### config.mk
export PLATFORM = sky130hd
export DESIGN_NAME = software_timer_table_top
export DESIGN_NICKNAME = d
export VERILOG_FILES = /design/src/sv/stt_pkg.sv /design/src/sv/software_timer_table_top.sv /design/src/sv/stt_mod.sv
export VERILOG_INCLUDE_DIRS = /design/src /design/src/sv
export SDC_FILE = /design/constraint.sdc
export NUM_CORES = 2
export LEC_CHECK = 0
export ABC_AREA = 0
export CAP_MARGIN = 20
export CORE_MARGIN = 5
export CORE_UTILIZATION = 45
export DETAILED_ROUTE_END_ITERATION = 8
export DONT_BUFFER_PORTS = 1
export GPL_TIMING_DRIVEN = 0
export PLACE_DENSITY = 0.59
export RECOVER_POWER = 25
export SLEW_MARGIN = 30
export SYNTH_ARGS = -nofsm -noshare
export SYNTH_HDL_FRONTEND = slang
export SYNTH_SLANG_ARGS = --single-unit
### constraint.sdc
create_clock -name clk -period 34.3 [get_ports clk]
set_clock_uncertainty 0.05 [all_clocks]
set_input_delay 6.86 -clock clk [delete_from_list [all_inputs] [get_ports clk]]
set_output_delay 6.86 -clock clk [all_outputs]
set_load 0.01 [all_outputs]
### src/sv/software_timer_table_top_defines.svh
// assertion macros shared by the timer table modules
`ifndef SOFTWARE_TIMER_TABLE_TOP_DEFINES_SVH
`define SOFTWARE_TIMER_TABLE_TOP_DEFINES_SVH
// implication checked on every clock edge outside reset
`define STT_ASSERT_IMP(label, clk, rst_n, pre, post) \
	label: assert property (@(posedge clk) disable iff (!rst_n) (pre) |-> (post)) \
		else $error("stt check failed");
// implication checked in the cycle after the antecedent
`define STT_ASSERT_NEXT(label, clk, rst_n, pre, post) \
	label: assert property (@(posedge clk) disable iff (!rst_n) (pre) |=> (post)) \
		else $error("stt check failed");
`endif

### src/sv/stt_pkg.sv
`default_nettype none
package stt_pkg;
	localparam int unsigned SLOTS_DEF = 16;
	localparam int unsigned MAX_SLOTS = 16;

	typedef enum logic [2:0] {
		ACT_CREATE = 3'd0,
		ACT_DELETE = 3'd1,
		ACT_DELWIN = 3'd2,
		ACT_GETID  = 3'd3,
		ACT_RESET  = 3'd4,
		ACT_TICK   = 3'd5
	} action_t;

	localparam logic [1:0] ST_OK      = 2'd0;
	localparam logic [1:0] ST_INVALID = 2'd1;
	localparam logic [1:0] ST_FULL    = 2'd2;

	// one slot entry as stored in the memory
	typedef struct packed {
		logic [15:0] window;
		logic [15:0] id;
		logic [23:0] period;
		logic [31:0] deadline;
		logic        one_shot;
	} slot_t;

	// start request and done flag between sequencer and modulo unit
	typedef struct packed {
		logic        start;
		logic [31:0] dividend;
		logic [23:0] divisor;
	} mod_req_t;

	typedef struct packed {
		logic        done;
		logic [23:0] rem;
	} mod_rsp_t;
endpackage
`default_nettype wire

### src/sv/software_timer_table_top.sv
// timer slot table: slot fields in one synchronous memory, valid bits in flops
// commands: read, evaluate and output states in turn; delete by window walks all addressable slots
// tick: every slot is read and evaluated; an expiring auto-reload slot also runs the 32-step modulo
// one item at a time; results leave through an output register that can be stalled
// reset: arst_n asynchronously clears valid bits and control; memory needs no clearing
`default_nettype none
module software_timer_table_top #(
	parameter int unsigned SLOTS = stt_pkg::SLOTS_DEF
) (
	input  wire logic        clk,
	input  wire logic        arst_n,
	input  wire logic        in_valid,
	output logic             in_stall,
	input  wire logic [2:0]  action,
	input  wire logic [3:0]  handle,
	input  wire logic [15:0] window,
	input  wire logic [15:0] timer_id,
	input  wire logic [23:0] period,
	input  wire logic        mode,
	input  wire logic [31:0] now,
	output logic             out_valid,
	input  wire logic        out_stall,
	output logic             kind,
	output logic [1:0]       status,
	output logic [3:0]       slot_out,
	output logic [15:0]      window_out,
	output logic [15:0]      id_out,
	output logic             last
);
	import stt_pkg::*;
	`include "software_timer_table_top_defines.svh"

	// only the first sixteen slots are addressable
	localparam int unsigned N  = (SLOTS < MAX_SLOTS) ? SLOTS : MAX_SLOTS;
	localparam int unsigned AW = (N > 1) ? $clog2(N) : 1;

	typedef enum logic [7:0] {
		S_IDLE = 8'b00000001,
		S_RD   = 8'b00000010,
		S_EVAL = 8'b00000100,
		S_MOD  = 8'b00001000,
		S_WB   = 8'b00010000,
		S_OUT  = 8'b00100000,
		S_NEXT = 8'b01000000,
		S_FIN  = 8'b10000000
	} state_t;

	state_t state_q;

	// slot memory with registered read data
	slot_t       mem [N];
	slot_t       rd_q;
	logic        we;
	logic [AW-1:0] wa;
	slot_t       wd;
	logic [AW-1:0] ra;
	logic [N-1:0] valid_q;

	always_ff @(posedge clk) begin
		if (we) begin
			mem[wa] <= wd;
		end
		rd_q <= mem[ra];
	end

	// latched command
	logic [2:0]  act_q;
	logic [3:0]  hnd_q;
	logic [15:0] win_q;
	logic [15:0] tid_q;
	logic [23:0] per_q;
	logic        mode_q;
	logic [31:0] now_q;
	logic [AW-1:0] idx_q;
	logic        any_q;
	logic        hit_q;

	// pending result registered for the output stage
	// during a tick it holds the latest event until it is known whether another follows
	logic        r_kind_q;
	logic [1:0]  r_status_q;
	logic [3:0]  r_slot_q;
	logic [15:0] r_win_q;
	logic [15:0] r_id_q;

	mod_req_t mreq;
	mod_rsp_t mrsp;
	stt_mod u_mod (.clk(clk), .arst_n(arst_n), .req(mreq), .rsp(mrsp));

	logic hv;
	logic [31:0] diff;
	logic expire;
	logic [N-1:0] free_v;
	logic [AW-1:0] free_i;
	logic is_last;
	logic out_free;
	logic out_load;

	assign hv = ({28'd0, hnd_q} < 32'(N)) && valid_q[hnd_q[AW-1:0]];
	assign diff = now_q - rd_q.deadline;
	// valid slot with nonzero period under the tick scan has reached its deadline
	assign expire = (act_q == ACT_TICK) && valid_q[idx_q] && (rd_q.period != '0) && !diff[31];
	assign is_last = (idx_q == AW'(N - 1));
	assign out_free = !out_valid || !out_stall;
	assign out_load = ((state_q == S_OUT) || (state_q == S_FIN)) && out_free;
	assign in_stall = (state_q != S_IDLE);

	// lowest free slot
	always_comb begin
		free_v = ~valid_q;
		free_i = '0;
		for (int i = N - 1; i >= 0; i--) begin
			if (free_v[i]) begin
				free_i = AW'(i);
			end
		end
	end

	assign ra = (state_q == S_IDLE) ? AW'(0) : idx_q;

	always_comb begin
		we = 1'b0;
		wa = idx_q;
		wd = rd_q;
		mreq.start = (state_q == S_EVAL) && expire && !rd_q.one_shot;
		mreq.dividend = diff;
		mreq.divisor = rd_q.period;
		if (state_q == S_WB) begin
			we = hit_q;
			if (rd_q.one_shot) begin
				wd.period = '0;
			end else begin
				wd.deadline = now_q + {8'd0, rd_q.period - mrsp.rem};
			end
		end else if (state_q == S_EVAL && act_q == ACT_CREATE && !(&valid_q)) begin
			we = 1'b1;
			wd.window = win_q;
			wd.id = tid_q;
			wd.period = per_q;
			wd.deadline = now_q + {8'd0, per_q};
			wd.one_shot = mode_q;
		end else if (state_q == S_EVAL && act_q == ACT_RESET && hv) begin
			we = 1'b1;
			wd.period = per_q;
			wd.deadline = now_q + {8'd0, per_q};
		end
	end

	// output valid: set on load, cleared once the transfer happens
	always_ff @(posedge clk or negedge arst_n) begin
		if (!arst_n) begin
			out_valid <= 1'b0;
		end else if (out_load) begin
			out_valid <= 1'b1;
		end else if (!out_stall) begin
			out_valid <= 1'b0;
		end
	end

	always_ff @(posedge clk or negedge arst_n) begin
		if (!arst_n) begin
			state_q <= S_IDLE;
			valid_q <= '0;
			last <= 1'b0;
			kind <= 1'b0;
			status <= '0;
			slot_out <= '0;
			window_out <= '0;
			id_out <= '0;
			r_kind_q <= 1'b0;
			r_status_q <= '0;
			r_slot_q <= '0;
			r_win_q <= '0;
			r_id_q <= '0;
			any_q <= 1'b0;
			hit_q <= 1'b0;
		end else begin
			unique case (state_q)
				S_IDLE: begin
					if (in_valid) begin
						any_q <= 1'b0;
						state_q <= S_RD;
					end
				end
				S_RD: begin
					// memory read for idx_q in flight
					state_q <= S_EVAL;
					hit_q <= 1'b0;
				end
				S_EVAL: begin
					if (act_q == ACT_TICK) begin
						if (expire) begin
							hit_q <= 1'b1;
							state_q <= rd_q.one_shot ? S_WB : S_MOD;
						end else begin
							state_q <= is_last ? S_FIN : S_NEXT;
						end
					end else if (act_q == ACT_DELWIN) begin
						if (valid_q[idx_q] && rd_q.window == win_q) begin
							valid_q[idx_q] <= 1'b0;
						end
						state_q <= is_last ? S_FIN : S_NEXT;
					end else begin
						// single-step commands: stage the reply
						r_kind_q <= 1'b0;
						r_win_q <= '0;
						state_q <= S_OUT;
						if (act_q == ACT_CREATE) begin
							r_id_q <= '0;
							if (&valid_q) begin
								r_status_q <= ST_FULL;
								r_slot_q <= '0;
							end else begin
								valid_q[free_i] <= 1'b1;
								r_status_q <= ST_OK;
								r_slot_q <= 4'(free_i);
							end
						end else if (act_q == ACT_DELETE || act_q == ACT_GETID ||
							act_q == ACT_RESET) begin
							r_status_q <= hv ? ST_OK : ST_INVALID;
							r_slot_q <= '0;
							r_id_q <= (act_q == ACT_GETID && hv) ? rd_q.id : '0;
							if (act_q == ACT_DELETE && hv) begin
								valid_q[hnd_q[AW-1:0]] <= 1'b0;
							end
						end else begin
							// unknown action: plain ok reply
							r_status_q <= ST_OK;
							r_slot_q <= '0;
							r_id_q <= '0;
						end
					end
				end
				S_MOD: begin
					if (mrsp.done) begin
						state_q <= S_WB;
					end
				end
				S_WB: begin
					if (any_q) begin
						// an earlier event is held: send it first
						state_q <= S_OUT;
					end else begin
						// first expiry of this tick: hold it
						r_kind_q <= 1'b1;
						r_status_q <= ST_OK;
						r_slot_q <= 4'(idx_q);
						r_win_q <= rd_q.window;
						r_id_q <= '0;
						any_q <= 1'b1;
						state_q <= is_last ? S_FIN : S_NEXT;
					end
				end
				S_OUT: begin
					if (out_free) begin
						kind <= r_kind_q;
						status <= r_status_q;
						slot_out <= r_slot_q;
						window_out <= r_win_q;
						id_out <= r_id_q;
						if (act_q == ACT_TICK && r_kind_q) begin
							// another expiry follows, so this event is not the last
							last <= 1'b0;
							r_slot_q <= 4'(idx_q);
							r_win_q <= rd_q.window;
							state_q <= is_last ? S_FIN : S_NEXT;
						end else begin
							last <= 1'b1;
							state_q <= S_IDLE;
						end
					end
				end
				S_NEXT: begin
					state_q <= S_RD;
				end
				S_FIN: begin
					// tick/delete-by-window wrap-up: held event or done reply, marked last
					if (out_free) begin
						if (act_q == ACT_TICK && any_q) begin
							kind <= r_kind_q;
							status <= r_status_q;
							slot_out <= r_slot_q;
							window_out <= r_win_q;
							id_out <= r_id_q;
						end else begin
							kind <= 1'b0;
							status <= ST_OK;
							slot_out <= '0;
							window_out <= '0;
							id_out <= '0;
						end
						last <= 1'b1;
						state_q <= S_IDLE;
					end
				end
				default: state_q <= S_IDLE;
			endcase
		end
	end

	always_ff @(posedge clk) begin
		if (state_q == S_IDLE && in_valid) begin
			act_q <= action;
			hnd_q <= handle;
			win_q <= window;
			tid_q <= timer_id;
			per_q <= period;
			mode_q <= mode;
			now_q <= now;
			idx_q <= (action == ACT_RESET || action == ACT_GETID) ?
				handle[AW-1:0] : ((action == ACT_CREATE) ? free_i : AW'(0));
		end else if (state_q == S_NEXT) begin
			idx_q <= idx_q + AW'(1);
		end
	end

	`STT_ASSERT_IMP(a_stall_busy, clk, arst_n, state_q != S_IDLE, in_stall)
	`STT_ASSERT_IMP(a_mod_only, clk, arst_n, mrsp.done, state_q == S_MOD)
	`STT_ASSERT_NEXT(a_out_hold, clk, arst_n, out_valid && out_stall, out_valid)
endmodule
`default_nettype wire

### src/sv/stt_mod.sv
`default_nettype none
// restoring remainder, one dividend bit per cycle
module stt_mod (
	input  wire logic             clk,
	input  wire logic             arst_n,
	input  stt_pkg::mod_req_t     req,
	output stt_pkg::mod_rsp_t     rsp
);
	import stt_pkg::*;
	`include "software_timer_table_top_defines.svh"

	logic [31:0] dvd_q;
	logic [23:0] dvs_q;
	logic [24:0] rem_q;
	logic [5:0]  cnt_q;
	logic        busy_q;
	logic        done_q;
	logic [25:0] sh;
	logic [25:0] sub;

	assign sh  = {rem_q, dvd_q[31]};
	assign sub = sh - {2'b0, dvs_q};

	always_ff @(posedge clk or negedge arst_n) begin
		if (!arst_n) begin
			busy_q <= 1'b0;
			cnt_q  <= '0;
		end else if (req.start) begin
			busy_q <= 1'b1;
			cnt_q  <= 6'd32;
		end else if (busy_q) begin
			cnt_q <= cnt_q - 6'd1;
			if (cnt_q == 6'd1) begin
				busy_q <= 1'b0;
			end
		end
	end

	always_ff @(posedge clk) begin
		if (req.start) begin
			dvd_q <= req.dividend;
			dvs_q <= req.divisor;
			rem_q <= '0;
		end else if (busy_q) begin
			dvd_q <= {dvd_q[30:0], 1'b0};
			rem_q <= sub[25] ? sh[24:0] : sub[24:0];
		end
	end

	always_ff @(posedge clk or negedge arst_n) begin
		if (!arst_n) begin
			done_q <= 1'b0;
		end else begin
			done_q <= busy_q && (cnt_q == 6'd1);
		end
	end
	assign rsp.done = done_q;
	assign rsp.rem = rem_q[23:0];

	`STT_ASSERT_IMP(a_mod_cnt, clk, arst_n, busy_q, cnt_q != 6'd0)
	`STT_ASSERT_NEXT(a_mod_done, clk, arst_n, busy_q && cnt_q == 6'd1, rsp.done)
	`STT_ASSERT_IMP(a_mod_idle, clk, arst_n, rsp.done, !busy_q)
endmodule
`default_nettype wire
==> reports/qor.yml <==
status: "complete, but fails checks"
violations: "max-capacitance violations, max-slew violations"
yosysWarnings: 0
final_max_slew_viol_count: 261
max_stage_delay_ns: 0.56
crit_buf_inv: 3
cts_made_buffers: 187
antenna_found_initial: 11
synthAdderAreaFrac: 0.0227
cts_tree: "built"
finalHoldViolCount: 0
numPortBuffers: 0
synth-async-reset-ratio: 0.0631
rsz0062_at_grt: "false"
num_vias: 52157
p_leak_uw: 0.0315
layout.cells.non_filler: 9085
ys_ff_latch: 1808
cp_max_fo: 10
gr-total-overflow: 0
period_share: 0.304
pre_cts_ws_ns: 24.79
vdd_drop_max_mv: 0.0598
yosys.area_share.simple: 0.108
cp-start-kind: "register"
drt-total-wl_mm: 233
placementRows: 153
synth_most_common_cell: "edfxtp_1"
synthMuxAreaShare: 0.0578
clock-sinks: 1808
setup_viol: 0
synth_xor_area_frac: 0.0143
worstSkewPairLatency_ns: 0.86
synth_largest_area_cell: "edfxtp_1"
timing.fmax_mhz: 96.0
synthTopCellsByCount: "edfxtp_1 (1580), nand2_1 (948), nor2_1 (381)"
worstPathCellList: "or4_1 > nor3_1 > and3b_1 > inv_2 > clkbuf_2 > clkbuf_1"
grt_max_degree: 115
fin_util: 0.516
power_density_mw_per_mm2: 87.9
tns_ns: 0
grt_usage: 0.248
ios: 142
ant_nets: 0
netlist.area_leader.share: 0.601
period_needed_ns: 10.41
dp_cells: 8727
cts-resized-gates: 0
vias_per_cell: 5.74
grt_pass1_wl_mm: 340
routabilityCongestion: 0.932
post_cts_buffers: 0
critPathSlowestCell: "or4_1"
netlist_instances: 6274
htree_num_levels: 4
root_buffer: "clkbuf_16"
nets: 6831
initial_core_util: 0.453
synth_area_leaders: "edfxtp_1 (60%), nand2_1 (4.5%), mux2i_1 (3.7%)"
critPathTopFamily: "simple AND/OR/NAND/NOR gates"
path_clk_slew_ns: 0.06
syn_area_per_cell_um2: 12.6
dr.first_iter.drc_count: 5074
ctsHoldBuffers: 0
syn_nets: 6514
synth_compound_area_frac: 0.107
synth_edf_count: 1580
endpoint_kind: "output port"
dieArea_mm2: 0.184
dp_hpwl_mm: 171
worst_pin_slew_ns: 2.63
internal-power_uw: 4870
die_y_um: 429
area_growth_pct: 13.8
wire_per_inst_um: 25.6
relSlewSlack: -0.751
synth_top_family_by_area: "simple AND/OR/NAND/NOR gates"
ys_seq_area_frac: 0.666
worst_slack_ns: 23.89
die_w_um: 429
switching_share: 0.384
coreArea_mm2: 0.174
drive_gt1_frac: 0.0911
route.detailed.drc: 0
synthFlopType: "edfxtp_1"
max_cap_violations: 10
cts_buffer_depth: 3
holdCritPathClass: "reg -> reg"
combinationalPowerShare: 0.371
netSwitchingPower_uw: 3030
grt_pass1_vias: 51255
arrival_ns: 3.50
crit_type: "reg -> out"
cp.required_ns: 27.39
clkPwrFrac: 0.260
p_seq_frac: 0.369
ys_types: 89
first_pass_iters: 5
synth_area_mm2: 0.0789
## power groups by stage
stage               Sequential (µW)  Combinational [µW]  Clock (µW)
CTS                            2910                2930        2080
global route                   2920                3180        2170
global placement               2970                2780           0
detailed placement             2950                2910           0
finish                         2910                2940        2050
floorplan                      2860                1820           0
## registers in the layout, indices dropped and copies added, names as in the netlist, 16 cells and up
signal       cells
win_q           16
u_mod.dvd_q     32
u_mod.dvs_q     24
rd_q            65
now_q           32
mreq            24
valid_q         16
r_win_q         16
id_out          16
r_id_q          16
tid_q           16
window_out      16
per_q           24
u_mod.rem_q     25
mem           1424
## cells in the final DEF (no fill, tap or decap), drive strengths merged, types with 22 or more instances in the layout
| cell type | count |
|---|---|
| nor2 | 381 |
| dfrtp | 113 |
| a21oi | 364 |
| a21o | 51 |
| and3 | 101 |
| o221ai | 94 |
| nor2b | 23 |
| buf | 160 |
| mux2i | 291 |
| clkbuf | 603 |
| xor2 | 40 |
| mux2 | 126 |
| a211oi | 196 |
| ha | 135 |
| nor4 | 23 |
| nor3 | 32 |
| a22o | 24 |
| inv | 136 |
| nand2b | 29 |
| o21a | 40 |
| and2 | 22 |
| nand4 | 22 |
| nand2 | 948 |
| nand3 | 307 |
| clkinv | 66 |
| a31oi | 105 |
| xnor2 | 87 |
| o21ai | 303 |
| dfxtp | 114 |
| edfxtp | 1580 |
## final timing paths
path | cells past startpoint | end | slack, ns | from
setup reg to reg | 10 | mem[14][51]$_DFFE_PP_ | 25.79 | hnd_q[0]$_DFFE_PP_
max in group asynchronous | 0 | u_mod.cnt_q[4]$_DFFE_PN0P_ | 28.14 | arst_n
min in group asynchronous | 0 | valid_q[3]$_DFFE_PN0P_ | 5.67 | arst_n
hold reg to reg | 1 | r_id_q[13]$_DFFE_PN0P_ | 0.43 | rd_q[70]$_DFF_P_
setup / recovery | 6 | in_stall | 23.89 | state_q[5]$_DFFE_PN0P_
hold / removal | 1 | r_id_q[13]$_DFFE_PN0P_ | 0.43 | rd_q[70]$_DFF_P_
## per-layer routing
| metal | part of all wire | up-vias | global-route usage |
|---|---|---|---|
| met4 | 0.059 | 4 | 0.126 |
| met3 | 0.076 | 445 | 0.0421 |
| met5 | 0.00012 | - | 0 |
| met2 | 0.45 | 1979 | 0.384 |
| met1 | 0.42 | 25638 | 0.338 |
| li1 | - | 24091 | - |
## area by class of cell
| class | instances | area, µm² |
|---|---|---|
| Sequential cell | 1808 | 52600 |
| Multi-Input combinational cell | 3958 | 24600 |
| Inverter | 129 | 484 |
| Fill cell | 14931 | 84400 |
| Clock inverter | 95 | 1060 |
| Tap cell | 2325 | 2910 |
| Timing Repair Buffer | 128 | 1530 |
| Clock buffer | 256 | 5170 |
| Buffer | 379 | 1480 |
| Antenna cell | 7 | 17.5 |
## cell families (layout without fill, tap and decap cells)
| kind of cell | after synthesis | after routing |
|---|---|---|
| AO/OA/AOI/OAI | 1321 | 1321 |
| adder cells (fa/ha/maj) | 140 | 140 |
| AND/OR/NAND/NOR | 1943 | 1943 |
| XOR/XNOR | 127 | 127 |
| flip-flops | 1808 | 1808 |
| other | 0 | 7 |
| multiplexers | 427 | 427 |
| buffers and inverters | 508 | 987 |
## per-stage QoR
stage / cell area [µm²] / power (µW) / hold WS (ns)
2_1_floorplan: 78900 / 4680 / 0.381
6_report: 89900 / 7900 / 0.431
5_1_grt: 89800 / 8270 / 0.453
3_5_place_dp: 83900 / 5860 / 0.421
3_3_place_gp: 81800 / 5740 / 0.417
4_1_cts: 90200 / 7920 / 0.436
(Power assumes the default switching activity.)
